--- config.mk ---
export PLATFORM = sky130hd
export DESIGN_NAME = drive_feedback_supervisor_unit_flat
export DESIGN_NICKNAME = d
export VERILOG_FILES = /design/src/hdl/dfs_pkg.sv /design/src/hdl/dfs_channels.sv /design/src/hdl/drive_feedback_supervisor_unit.sv /design/src/flat_wrapper.sv
export SDC_FILE = /design/constraint.sdc
export NUM_CORES = 1
export LEC_CHECK = 0
export ABC_AREA = 1
export BUFFER_PORTS_ARGS = -buffer_cell sky130_fd_sc_hd__buf_2
export CAP_MARGIN = 20
export CORE_UTILIZATION = 50
export CTS_BUF_LIST = sky130_fd_sc_hd__clkbuf_4 sky130_fd_sc_hd__clkbuf_8
export DETAILED_ROUTE_END_ITERATION = 10
export MAX_ROUTING_LAYER = met4
export PLACE_DENSITY = 0.72
export SETUP_SLACK_MARGIN = 0.15
export SKIP_LAST_GASP = 1
export SLEW_MARGIN = 20
export SYNTH_ARGS = -nofsm -noshare
export SYNTH_HDL_FRONTEND = slang
export SYNTH_SLANG_ARGS = --single-unit
--- constraint.sdc ---
create_clock -name clk -period 6.3 [get_ports clk]
set_input_delay 0.63 -clock clk [delete_from_list [all_inputs] [get_ports clk]]
set_output_delay 0.63 -clock clk [all_outputs]
set_load 0.005 [all_outputs]
--- src/hdl/dfs_pkg.sv ---
package dfs_pkg;

	localparam int MOTOR_COUNT_DEF = 16;
	localparam int ID_W            = 4;
	localparam int STATUS_W        = 16;
	localparam int COUNT_W         = 32;
	localparam int CTRL_W          = 8;
	localparam int MASK_W          = 16;
	localparam int REG_IDX_W       = 8;
	localparam int REG_DATA_W      = 16;

	// Configuration register indexes.
	localparam logic [REG_IDX_W-1:0] REG_DRIVE_INITIALIZED  = 8'd0;
	localparam logic [REG_IDX_W-1:0] REG_BRAKE_ENGAGED      = 8'd1;
	localparam logic [REG_IDX_W-1:0] REG_SEQUENCE_SKIP_MASK = 8'd2;
	localparam logic [REG_IDX_W-1:0] REG_REPORT_MASK        = 8'd3;

	// CiA 402 status word decoding.
	localparam logic [STATUS_W-1:0] STATUS_MASK        = 16'h004F;
	localparam logic [STATUS_W-1:0] ST_NOT_READY       = 16'h0000;
	localparam logic [STATUS_W-1:0] ST_SW_ON_DISABLED  = 16'h0040;
	localparam logic [STATUS_W-1:0] ST_READY           = 16'h0001;
	localparam logic [STATUS_W-1:0] ST_SWITCHED_ON     = 16'h0003;
	localparam logic [STATUS_W-1:0] ST_OP_ENABLED      = 16'h0007;
	localparam logic [STATUS_W-1:0] ST_FAULT           = 16'h0008;

	// CiA 402 control words.
	localparam logic [CTRL_W-1:0] CW_NONE        = 8'h00;
	localparam logic [CTRL_W-1:0] CW_SHUTDOWN    = 8'h06;
	localparam logic [CTRL_W-1:0] CW_SWITCH_ON   = 8'h07;
	localparam logic [CTRL_W-1:0] CW_ENABLE_OP   = 8'h0F;
	localparam logic [CTRL_W-1:0] CW_FAULT_RESET = 8'h80;

	// Encoder delta limits.
	localparam logic [COUNT_W-1:0] ROLL_SPAN        = 32'd16777216;
	localparam logic [COUNT_W-1:0] ROLL_WINDOW      = 32'd5000;
	localparam logic [COUNT_W-1:0] ROLL_LOW         = ROLL_SPAN - ROLL_WINDOW;
	localparam logic [COUNT_W-1:0] ROLL_HIGH        = ROLL_SPAN + ROLL_WINDOW;
	localparam logic [COUNT_W-1:0] ZERO_RESET_LIMIT = 32'd10000;
	localparam logic [COUNT_W-1:0] JUMP_LIMIT       = 32'd1000000;

endpackage

--- src/hdl/dfs_channels.sv ---
interface dfs_feedback_if;
	logic                                 valid;
	logic                                 ready;
	logic [dfs_pkg::ID_W-1:0]             drive_id;
	logic [dfs_pkg::STATUS_W-1:0]         status_word;
	logic signed [dfs_pkg::COUNT_W-1:0]   encoder_count;

	modport source (output valid, drive_id, status_word, encoder_count, input ready);
	modport sink (input valid, drive_id, status_word, encoder_count, output ready);
endinterface

interface dfs_result_if;
	logic                                 valid;
	logic                                 ready;
	logic                                 command_valid;
	logic [dfs_pkg::CTRL_W-1:0]           control_word;
	logic                                 report_valid;
	logic signed [dfs_pkg::COUNT_W-1:0]   position_delta;
	logic                                 rollover_fixed;
	logic                                 large_jump;
	logic                                 brake_feedback;

	modport source (output valid, command_valid, control_word, report_valid, position_delta,
		rollover_fixed, large_jump, brake_feedback, input ready);
	modport sink (input valid, command_valid, control_word, report_valid, position_delta,
		rollover_fixed, large_jump, brake_feedback, output ready);
endinterface

interface dfs_cfg_if;
	logic                                 valid;
	logic                                 ready;
	logic [dfs_pkg::REG_IDX_W-1:0]        reg_index;
	logic [dfs_pkg::REG_DATA_W-1:0]       wr_data;

	modport source (output valid, reg_index, wr_data, input ready);
	modport sink (input valid, reg_index, wr_data, output ready);
endinterface

--- src/hdl/drive_feedback_supervisor_unit.sv ---
// Channel    Role    Request carries
// feedback   sink    drive_id, status_word, encoder_count
// result     source  command, control word, report flags, position delta and flags
// cfg        sink    reg_index, wr_data (always ready)
//
// One request is taken per cycle while feedback ready is high; it is registered in s1, then
// s2, then the output register, where its result stays valid until result ready takes it.
// Stages: previous-count memory read (s1), raw delta (s2), rollover and jump check (output).
// The memory is read and written at the same edge and returns the old entry, so the same id
// on consecutive requests needs no forwarding.
// arst_n clears the stage valids, the configuration and the per-entry valid bits;
// an entry never written reads as zero. A stalled output fills the pipeline before feedback
// ready drops.
module drive_feedback_supervisor_unit #(
	parameter int MOTOR_COUNT = dfs_pkg::MOTOR_COUNT_DEF
) (
	input  logic clk,
	input  logic arst_n,
	dfs_feedback_if.sink feedback,
	dfs_result_if.source result,
	dfs_cfg_if.sink      cfg
);

	localparam int IDX_W = (MOTOR_COUNT > 1) ? $clog2(MOTOR_COUNT) : 1;

	// Configuration registers.
	logic                          drive_init_q;
	logic                          brake_q;
	logic [dfs_pkg::MASK_W-1:0]    skip_mask_q;
	logic [dfs_pkg::MASK_W-1:0]    report_mask_q;

	// Previous-count store.
	logic [dfs_pkg::COUNT_W-1:0]   mem [MOTOR_COUNT];
	logic [MOTOR_COUNT-1:0]        ent_vld_q;

	logic                          acc;
	logic                          in_tab;
	logic [IDX_W-1:0]              idx;

	// Stage 1.
	logic                          v_s1;
	logic [dfs_pkg::COUNT_W-1:0]   rd_s1;
	logic                          rdv_s1;
	logic                          intab_s1;
	logic [dfs_pkg::COUNT_W-1:0]   count_s1;
	logic [dfs_pkg::STATUS_W-1:0]  masked_s1;
	logic                          allow_s1;
	logic                          rep_s1;

	// Stage 2.
	logic                          v_s2;
	logic [dfs_pkg::COUNT_W-1:0]   delta_s2;
	logic                          cmd_s2;
	logic [dfs_pkg::CTRL_W-1:0]    cw_s2;
	logic                          rep_s2;
	logic                          brake_fb_s2;

	logic                          out_v_q;
	logic                          adv_out;
	logic                          adv_s2;
	logic                          adv_s1;

	logic [dfs_pkg::COUNT_W-1:0]   prev;
	logic [dfs_pkg::COUNT_W-1:0]   prev_mag;
	logic                          zero_rst;
	logic [dfs_pkg::COUNT_W-1:0]   delta_raw;
	logic                          cmd;
	logic [dfs_pkg::CTRL_W-1:0]    cw;

	logic [dfs_pkg::COUNT_W-1:0]   mag;
	logic                          rolled;
	logic [dfs_pkg::COUNT_W-1:0]   delta_fix;
	logic                          jump;

	assign adv_out        = !out_v_q || result.ready;
	assign adv_s2         = !v_s2 || adv_out;
	assign adv_s1         = !v_s1 || adv_s2;
	assign feedback.ready = adv_s1;
	assign acc            = feedback.valid && feedback.ready;
	assign cfg.ready      = 1'b1;

	assign in_tab = 32'(feedback.drive_id) < MOTOR_COUNT;
	assign idx    = IDX_W'(feedback.drive_id);

	always_ff @(posedge clk or negedge arst_n) begin
		if (!arst_n) begin
			drive_init_q  <= 1'b0;
			brake_q       <= 1'b0;
			skip_mask_q   <= '0;
			report_mask_q <= '0;
		end else if (cfg.valid) begin
			case (cfg.reg_index)
				dfs_pkg::REG_DRIVE_INITIALIZED:  drive_init_q  <= cfg.wr_data[0];
				dfs_pkg::REG_BRAKE_ENGAGED:      brake_q       <= cfg.wr_data[0];
				dfs_pkg::REG_SEQUENCE_SKIP_MASK: skip_mask_q   <= cfg.wr_data;
				dfs_pkg::REG_REPORT_MASK:        report_mask_q <= cfg.wr_data;
				default: ;
			endcase
		end
	end

	// Read-first memory: the read at an edge sees the entry before that edge's write.
	always_ff @(posedge clk) begin
		if (acc) begin
			rd_s1 <= mem[idx];
			if (in_tab) begin
				mem[idx] <= feedback.encoder_count;
			end
		end
	end

	always_ff @(posedge clk or negedge arst_n) begin
		if (!arst_n) begin
			ent_vld_q <= '0;
			v_s1      <= 1'b0;
			v_s2      <= 1'b0;
			out_v_q   <= 1'b0;
		end else begin
			if (acc && in_tab) begin
				ent_vld_q[idx] <= 1'b1;
			end
			if (adv_s1) begin
				v_s1 <= acc;
			end
			if (adv_s2) begin
				v_s2 <= v_s1;
			end
			if (adv_out) begin
				out_v_q <= v_s2;
			end
		end
	end

	always_ff @(posedge clk) begin
		if (acc) begin
			rdv_s1    <= in_tab && ent_vld_q[idx];
			intab_s1  <= in_tab;
			count_s1  <= feedback.encoder_count;
			masked_s1 <= feedback.status_word & dfs_pkg::STATUS_MASK;
			allow_s1  <= drive_init_q && !brake_q && !skip_mask_q[feedback.drive_id];
			rep_s1    <= report_mask_q[feedback.drive_id];
		end
	end

	// Stage 1: previous count, zero-reset rule and raw delta.
	always_comb begin
		prev      = (intab_s1 && rdv_s1) ? rd_s1 : '0;
		prev_mag  = prev[dfs_pkg::COUNT_W-1] ? (~prev + 32'd1) : prev;
		zero_rst  = (count_s1 == '0) && (prev_mag > dfs_pkg::ZERO_RESET_LIMIT);
		delta_raw = zero_rst ? '0 : (count_s1 - prev);

		cmd = 1'b0;
		cw  = dfs_pkg::CW_NONE;
		if (allow_s1) begin
			case (masked_s1) inside
				dfs_pkg::ST_NOT_READY, dfs_pkg::ST_SW_ON_DISABLED: begin
					cmd = 1'b1;
					cw  = dfs_pkg::CW_SHUTDOWN;
				end
				dfs_pkg::ST_READY: begin
					cmd = 1'b1;
					cw  = dfs_pkg::CW_SWITCH_ON;
				end
				dfs_pkg::ST_SWITCHED_ON: begin
					cmd = 1'b1;
					cw  = dfs_pkg::CW_ENABLE_OP;
				end
				dfs_pkg::ST_FAULT: begin
					cmd = 1'b1;
					cw  = dfs_pkg::CW_FAULT_RESET;
				end
				default: ;
			endcase
		end
	end

	always_ff @(posedge clk) begin
		if (adv_s2 && v_s1) begin
			delta_s2    <= delta_raw;
			cmd_s2      <= cmd;
			cw_s2       <= cw;
			rep_s2      <= rep_s1;
			brake_fb_s2 <= rep_s1 && (masked_s1 != dfs_pkg::ST_OP_ENABLED);
		end
	end

	// Stage 2: a corrected delta is always below the jump limit, so the jump test can use the
	// raw magnitude when no rollover correction applies.
	always_comb begin
		mag    = delta_s2[dfs_pkg::COUNT_W-1] ? (~delta_s2 + 32'd1) : delta_s2;
		rolled = (mag > dfs_pkg::ROLL_LOW) && (mag < dfs_pkg::ROLL_HIGH);
		if (!rolled) begin
			delta_fix = delta_s2;
		end else if (delta_s2[dfs_pkg::COUNT_W-1]) begin
			delta_fix = delta_s2 + dfs_pkg::ROLL_SPAN;
		end else begin
			delta_fix = delta_s2 - dfs_pkg::ROLL_SPAN;
		end
		jump = !rolled && (mag > dfs_pkg::JUMP_LIMIT);
	end

	always_ff @(posedge clk) begin
		if (adv_out && v_s2) begin
			result.command_valid  <= cmd_s2;
			result.control_word   <= cw_s2;
			result.report_valid   <= rep_s2;
			result.position_delta <= delta_fix;
			result.rollover_fixed <= rolled;
			result.large_jump     <= jump;
			result.brake_feedback <= brake_fb_s2;
		end
	end

	assign result.valid = out_v_q;

`ifndef ASSERT_OFF
	a_accept_enters_s1: assert property (@(posedge clk) disable iff (!arst_n)
		acc |=> v_s1)
		else $error("accepted request did not reach stage 1");

	a_entry_marked: assert property (@(posedge clk) disable iff (!arst_n)
		acc && in_tab |=> ent_vld_q[$past(idx)])
		else $error("written entry not marked valid");

	a_roll_no_jump: assert property (@(posedge clk) disable iff (!arst_n)
		out_v_q |-> !(result.rollover_fixed && result.large_jump))
		else $error("corrected delta flagged as large jump");

	a_no_cmd_zero_word: assert property (@(posedge clk) disable iff (!arst_n)
		out_v_q && !result.command_valid |-> result.control_word == dfs_pkg::CW_NONE)
		else $error("control word without command");

	a_brake_needs_report: assert property (@(posedge clk) disable iff (!arst_n)
		out_v_q && result.brake_feedback |-> result.report_valid)
		else $error("brake feedback on unreported id");
`endif

endmodule
--- src/flat_wrapper.sv ---
// flat-port wrapper written by rule: the top's interface ports become plain ports
module drive_feedback_supervisor_unit_flat 
#(
	parameter int MOTOR_COUNT = dfs_pkg::MOTOR_COUNT_DEF
)
  (clk, arst_n, feedback_valid, feedback_drive_id, feedback_status_word, feedback_encoder_count, feedback_ready, result_valid, result_command_valid, result_control_word, result_report_valid, result_position_delta, result_rollover_fixed, result_large_jump, result_brake_feedback, result_ready, cfg_valid, cfg_reg_index, cfg_wr_data, cfg_ready);
  dfs_feedback_if feedback_i ();
  dfs_result_if result_i ();
  dfs_cfg_if cfg_i ();
  input  logic clk;
  input  logic arst_n;
  input wire logic [$bits(feedback_i.valid)-1:0] feedback_valid;
  input wire logic [$bits(feedback_i.drive_id)-1:0] feedback_drive_id;
  input wire logic [$bits(feedback_i.status_word)-1:0] feedback_status_word;
  input wire logic [$bits(feedback_i.encoder_count)-1:0] feedback_encoder_count;
  output wire logic [$bits(feedback_i.ready)-1:0] feedback_ready;
  output wire logic [$bits(result_i.valid)-1:0] result_valid;
  output wire logic [$bits(result_i.command_valid)-1:0] result_command_valid;
  output wire logic [$bits(result_i.control_word)-1:0] result_control_word;
  output wire logic [$bits(result_i.report_valid)-1:0] result_report_valid;
  output wire logic [$bits(result_i.position_delta)-1:0] result_position_delta;
  output wire logic [$bits(result_i.rollover_fixed)-1:0] result_rollover_fixed;
  output wire logic [$bits(result_i.large_jump)-1:0] result_large_jump;
  output wire logic [$bits(result_i.brake_feedback)-1:0] result_brake_feedback;
  input wire logic [$bits(result_i.ready)-1:0] result_ready;
  input wire logic [$bits(cfg_i.valid)-1:0] cfg_valid;
  input wire logic [$bits(cfg_i.reg_index)-1:0] cfg_reg_index;
  input wire logic [$bits(cfg_i.wr_data)-1:0] cfg_wr_data;
  output wire logic [$bits(cfg_i.ready)-1:0] cfg_ready;
  assign feedback_i.valid = feedback_valid;
  assign feedback_i.drive_id = feedback_drive_id;
  assign feedback_i.status_word = feedback_status_word;
  assign feedback_i.encoder_count = feedback_encoder_count;
  assign feedback_ready = feedback_i.ready;
  assign result_valid = result_i.valid;
  assign result_command_valid = result_i.command_valid;
  assign result_control_word = result_i.control_word;
  assign result_report_valid = result_i.report_valid;
  assign result_position_delta = result_i.position_delta;
  assign result_rollover_fixed = result_i.rollover_fixed;
  assign result_large_jump = result_i.large_jump;
  assign result_brake_feedback = result_i.brake_feedback;
  assign result_i.ready = result_ready;
  assign cfg_i.valid = cfg_valid;
  assign cfg_i.reg_index = cfg_reg_index;
  assign cfg_i.wr_data = cfg_wr_data;
  assign cfg_ready = cfg_i.ready;
  drive_feedback_supervisor_unit #(.MOTOR_COUNT(MOTOR_COUNT)) u_core (.clk(clk), .arst_n(arst_n), .feedback(feedback_i), .result(result_i), .cfg(cfg_i));
endmodule
==> impl_metrics.toml <==
[logic_synthesis]
mappedNetlistArea_um2 = 31000
post_synth_num_cell_types = 54
part_of_the_yosys_area_used_for_sequential_elements_pct = 68.5
synth_area_per_cell_um2 = 12.3
post_synth_mux_area_share_pct = 0
total_number_of_yosys_warnings = 0
async_reset_ff_share_pct = 7.39
post_synth_inst_count = 2530
yosys.area_share.simple_pct = 12.2
post_synth_xor_area_fraction_pct = 1.18
area_fraction_in_compound_gates_after_synthesis_pct = 12.7
ys_seq_elements = 717
synth_fa_ha_area_share_pct = 1.70
commonest_register_cell_after_synthesis = "edfxtp_1"
number_of_flops_mapped_to_enable_cells_by_yosys = 664
main_combinational_cell_family_by_area_after_synthesis = "compound AO/OA/AOI/OAI gates"

[final_layout]
num-fill-cells = 4929
fin_nets = 2806
finish.utilization_pct = 57.2
layout-drive-gt1-share_pct = 15.6
sequential_area_um2 = 21300
syn_to_final_growth_pct = 12.1
most-common-layout-cells = "edfxtp_1 (664), nand2_1 (407), a22oi_1 (274), a21oi_1 (185), inv_1 (161)"
layout.cell_area.non_filler_um2 = 34800
commonest_non_fill_non_tap_cell_in_the_layout = "edfxtp_1"
multiInputGateArea_um2 = 8810

[sta]
max_freq_ghz = 0.256
worst_max_slew_pin_slew_ps = 939
finalSetupViolCount = 0
totalNegativeSetupSlack_ps = 0
hold_slack_ps = 85.7
final-hold-violation-count = 0
rsz0062_at_grt = "no"
finalWorstPathRequiredPeriod_ps = 3910
clock-skew-final_ps = 69.8
slew-limit-headroom_pct = 37.3
timing.final.crit_share_pct = 62.0
timing_max_transition_violations_final = 0

[global_route]
grt_start_max_net_pins = 141
antenna_violations_before_repair = 7
global_route.usage.total_pct = 25.1
grt_pass1_wl_mm = 116
grt-ovfl-total = 0
first_global_vias = 20676

[power]
switching_part_of_the_total_pct = 27.6
power_report.internal_total_uw = 8180
p_seq_share_pct = 50.7
vdd_ir_drop_max_v = 0.000280
clock_power_share_pct = 33.8
power_density_nw_per_um2 = 325
total_switching_power_uw = 3130
total_leakage_power_uw = 0.0128
power_frac_comb_pct = 15.5

[clock_tree]
clock_sink_count = 717
clk_pin_slew_ps = 60
cts_max_path_buffers = 3
insertion_delay_ps = 740
cts_htree_levels = 3
cts.root.buffer_cell = "clkbuf_8"
postCtsSetupBuffers = 0
clock_tree_from_tritoncts = "done"
cts-buffers-inserted = 108

[die]
initial_core_util_pct = 51.1
die_w_um = 251
design.portCount = 129
die_y_um = 251
placementRows = 90
die-area_um2 = 63100
design.core.area_um2 = 60800

[min_path]
min_delay_path_class = "input port to register"
hold-path-cell-count = 1

[drt]
drtPass1Iterations = 7
drc = 0
route.vias.total = 20837
post_drt_via_cell_ratio = 5.84
drtIter0Drc = 1597
postRouteWirelength_mm = 76.6
postRouteAntennaNets = 0
wl_per_cell_um = 21.5

[critical_path]
ff2ff_path_depth = 15
crit_path_max_fanout = 12
critPathCaptureType = "register"
critical_path_arrival_ps = 4350
data_required_time_of_the_worst_path_ps = 6740
startpoint_type = "register"
critical_setup_path_class = "register to register"

[flow_run]
max_cap_violations = 0

[placed_design]
placed_wire_length_estimate_after_detailed_placement_mm = 46.2
routabilityCongestion = 0.962
numPortBuffers = 113
area_after_detailed_placement_um2 = 32500

[outcome]
run_status = "complete, no violations"
## kinds of logic after synthesis
family	count (synthesis)
simple gates	842
fa+ha+maj	41
compound gates	609
flops	717
buf+inv	277
other cells	2
xor+xnor	42
## power by group through the flow
stage,registers (uW),clock network (uW),logic (uW)
after floorplan,5770,0,1230
after global placement,5820,0,1710
after detailed placement,5830,0,1740
after CTS,5730,3890,1750
after global routing,5760,4080,1980
final,5740,3820,1750
## routing by layer
layer | up-vias | GRT usage, % | wire, um
li1 | 9669 | - | -
met1 | 10170 | 31.6 | 31500
met2 | 838 | 40.6 | 37500
met3 | 160 | 4.31 | 5190
met4 | 0 | 10.0 | 2460
met5 | - | - | 0
## worst max-delay path, stage by stage (launching register included)
cell	delay, ps
edfxtp_1	660
buf_4	340
nand2_1	160
inv_1	100
ha_1	220
fa_1	390
o21ai_0	400
a21oi_1	180
o21ai_0	490
nand2_1	90
nand2_1	140
nor2_1	70
o211ai_1	150
nand2_1	90
inv_1	70
a21oi_2	30
## repair_timing
item	in CTS	in global routing
hold buffers	1	0
hold endpoints to repair	1	0
gates resized for setup	0	0
endpoints found under the setup margin	0	0
## final timing paths
check                                         from                     endpoint  slack (ps)
max reg2reg                          u_core.rdv_s1          u_core.delta_s2[24]        2390
min in group asynchronous                   arst_n      u_core.report_mask_q[9]         560
max in group asynchronous                   arst_n          u_core.ent_vld_q[0]        5280
min reg2reg                          u_core.cmd_s2  u_core.result.command_valid         410
max                                  u_core.rdv_s1          u_core.delta_s2[24]        2390
min                        feedback_status_word[1]          u_core.masked_s1[1]          90
## through the flow
step | std cells | power, uW | worst slack, ps
floorplan | 2532 | 7000 | 1560
global placement | 3355 | 7530 | 2470
detailed placement | 3355 | 7570 | 2430
CTS | 3560 | 11400 | 2410
global route | 3567 | 11800 | 2100
finish | 3567 | 11300 | 2390
## state kept, by name, summed over array words and instances (netlist names), 4 cells and up
signal / cells
u_core.rd_s1: 32
u_core.count_s1: 32
u_core.result.position_delta: 32
u_core.skip_mask_q: 16
u_core.delta_s2: 32
u_core.ent_vld_q: 16
u_core.cw_s2: 4
u_core.report_mask_q: 16
u_core.mem: 512
u_core.masked_s1: 5
u_core.result.control_word: 4
## Yosys cell counts, types with 2 or more instances
| master | instances | area share (%) |
|---|---|---|
| a21boi_0 | 2 | 0.048 |
| a21boi_1 | 10 | 0.24 |
| a21boi_2 | 6 | 0.22 |
| a21o_1 | 8 | 0.19 |
| a21oi_1 | 186 | 3.0 |
| a21oi_2 | 12 | 0.34 |
| a22oi_1 | 274 | 6.6 |
| a31oi_1 | 5 | 0.10 |
| buf_1 | 6 | 0.073 |
| buf_2 | 3 | 0.048 |
| buf_4 | 7 | 0.17 |
| buf_6 | 6 | 0.22 |
| clkbuf_1 | 83 | 1.0 |
| conb_1 | 2 | 0.024 |
| dfrtp_1 | 53 | 4.3 |
| edfxtp_1 | 664 | 64 |
| fa_1 | 2 | 0.13 |
| ha_1 | 39 | 1.6 |
| inv_1 | 166 | 2.0 |
| inv_2 | 4 | 0.048 |
| nand2_1 | 409 | 4.9 |
| nand2_2 | 16 | 0.32 |
| nand2_4 | 8 | 0.29 |
| nand3_1 | 109 | 1.8 |
| nand3_2 | 3 | 0.097 |
| nand3b_1 | 10 | 0.24 |
| nand4_1 | 28 | 0.56 |
| nor2_1 | 174 | 2.1 |
| nor2_2 | 9 | 0.18 |
| nor2_4 | 4 | 0.15 |
| nor3_1 | 14 | 0.23 |
| nor3b_1 | 3 | 0.073 |
| nor4_1 | 9 | 0.18 |
| o211ai_1 | 3 | 0.073 |
| o21a_1 | 2 | 0.048 |
| o21ai_0 | 81 | 1.3 |
| o21ai_1 | 2 | 0.032 |
| o21ai_2 | 3 | 0.085 |
| o21bai_1 | 4 | 0.097 |
| o221ai_1 | 5 | 0.14 |
| o31ai_1 | 2 | 0.048 |
| or2_2 | 9 | 0.18 |
| or4_1 | 34 | 0.82 |
| xnor2_1 | 16 | 0.45 |
| xor2_1 | 26 | 0.73 |
## layout make-up
class	instances	share of cell area, %
repair buffers	148	2.46
multi-input cells	1538	25.3
clock buffers	161	5.49
well taps	782	2.81
flip-flops and latches	717	61.1
clock inverters	43	0.892
inverters	171	1.86
diodes	7	0.0503
Note: power is estimated with default switching activity, not from simulation.
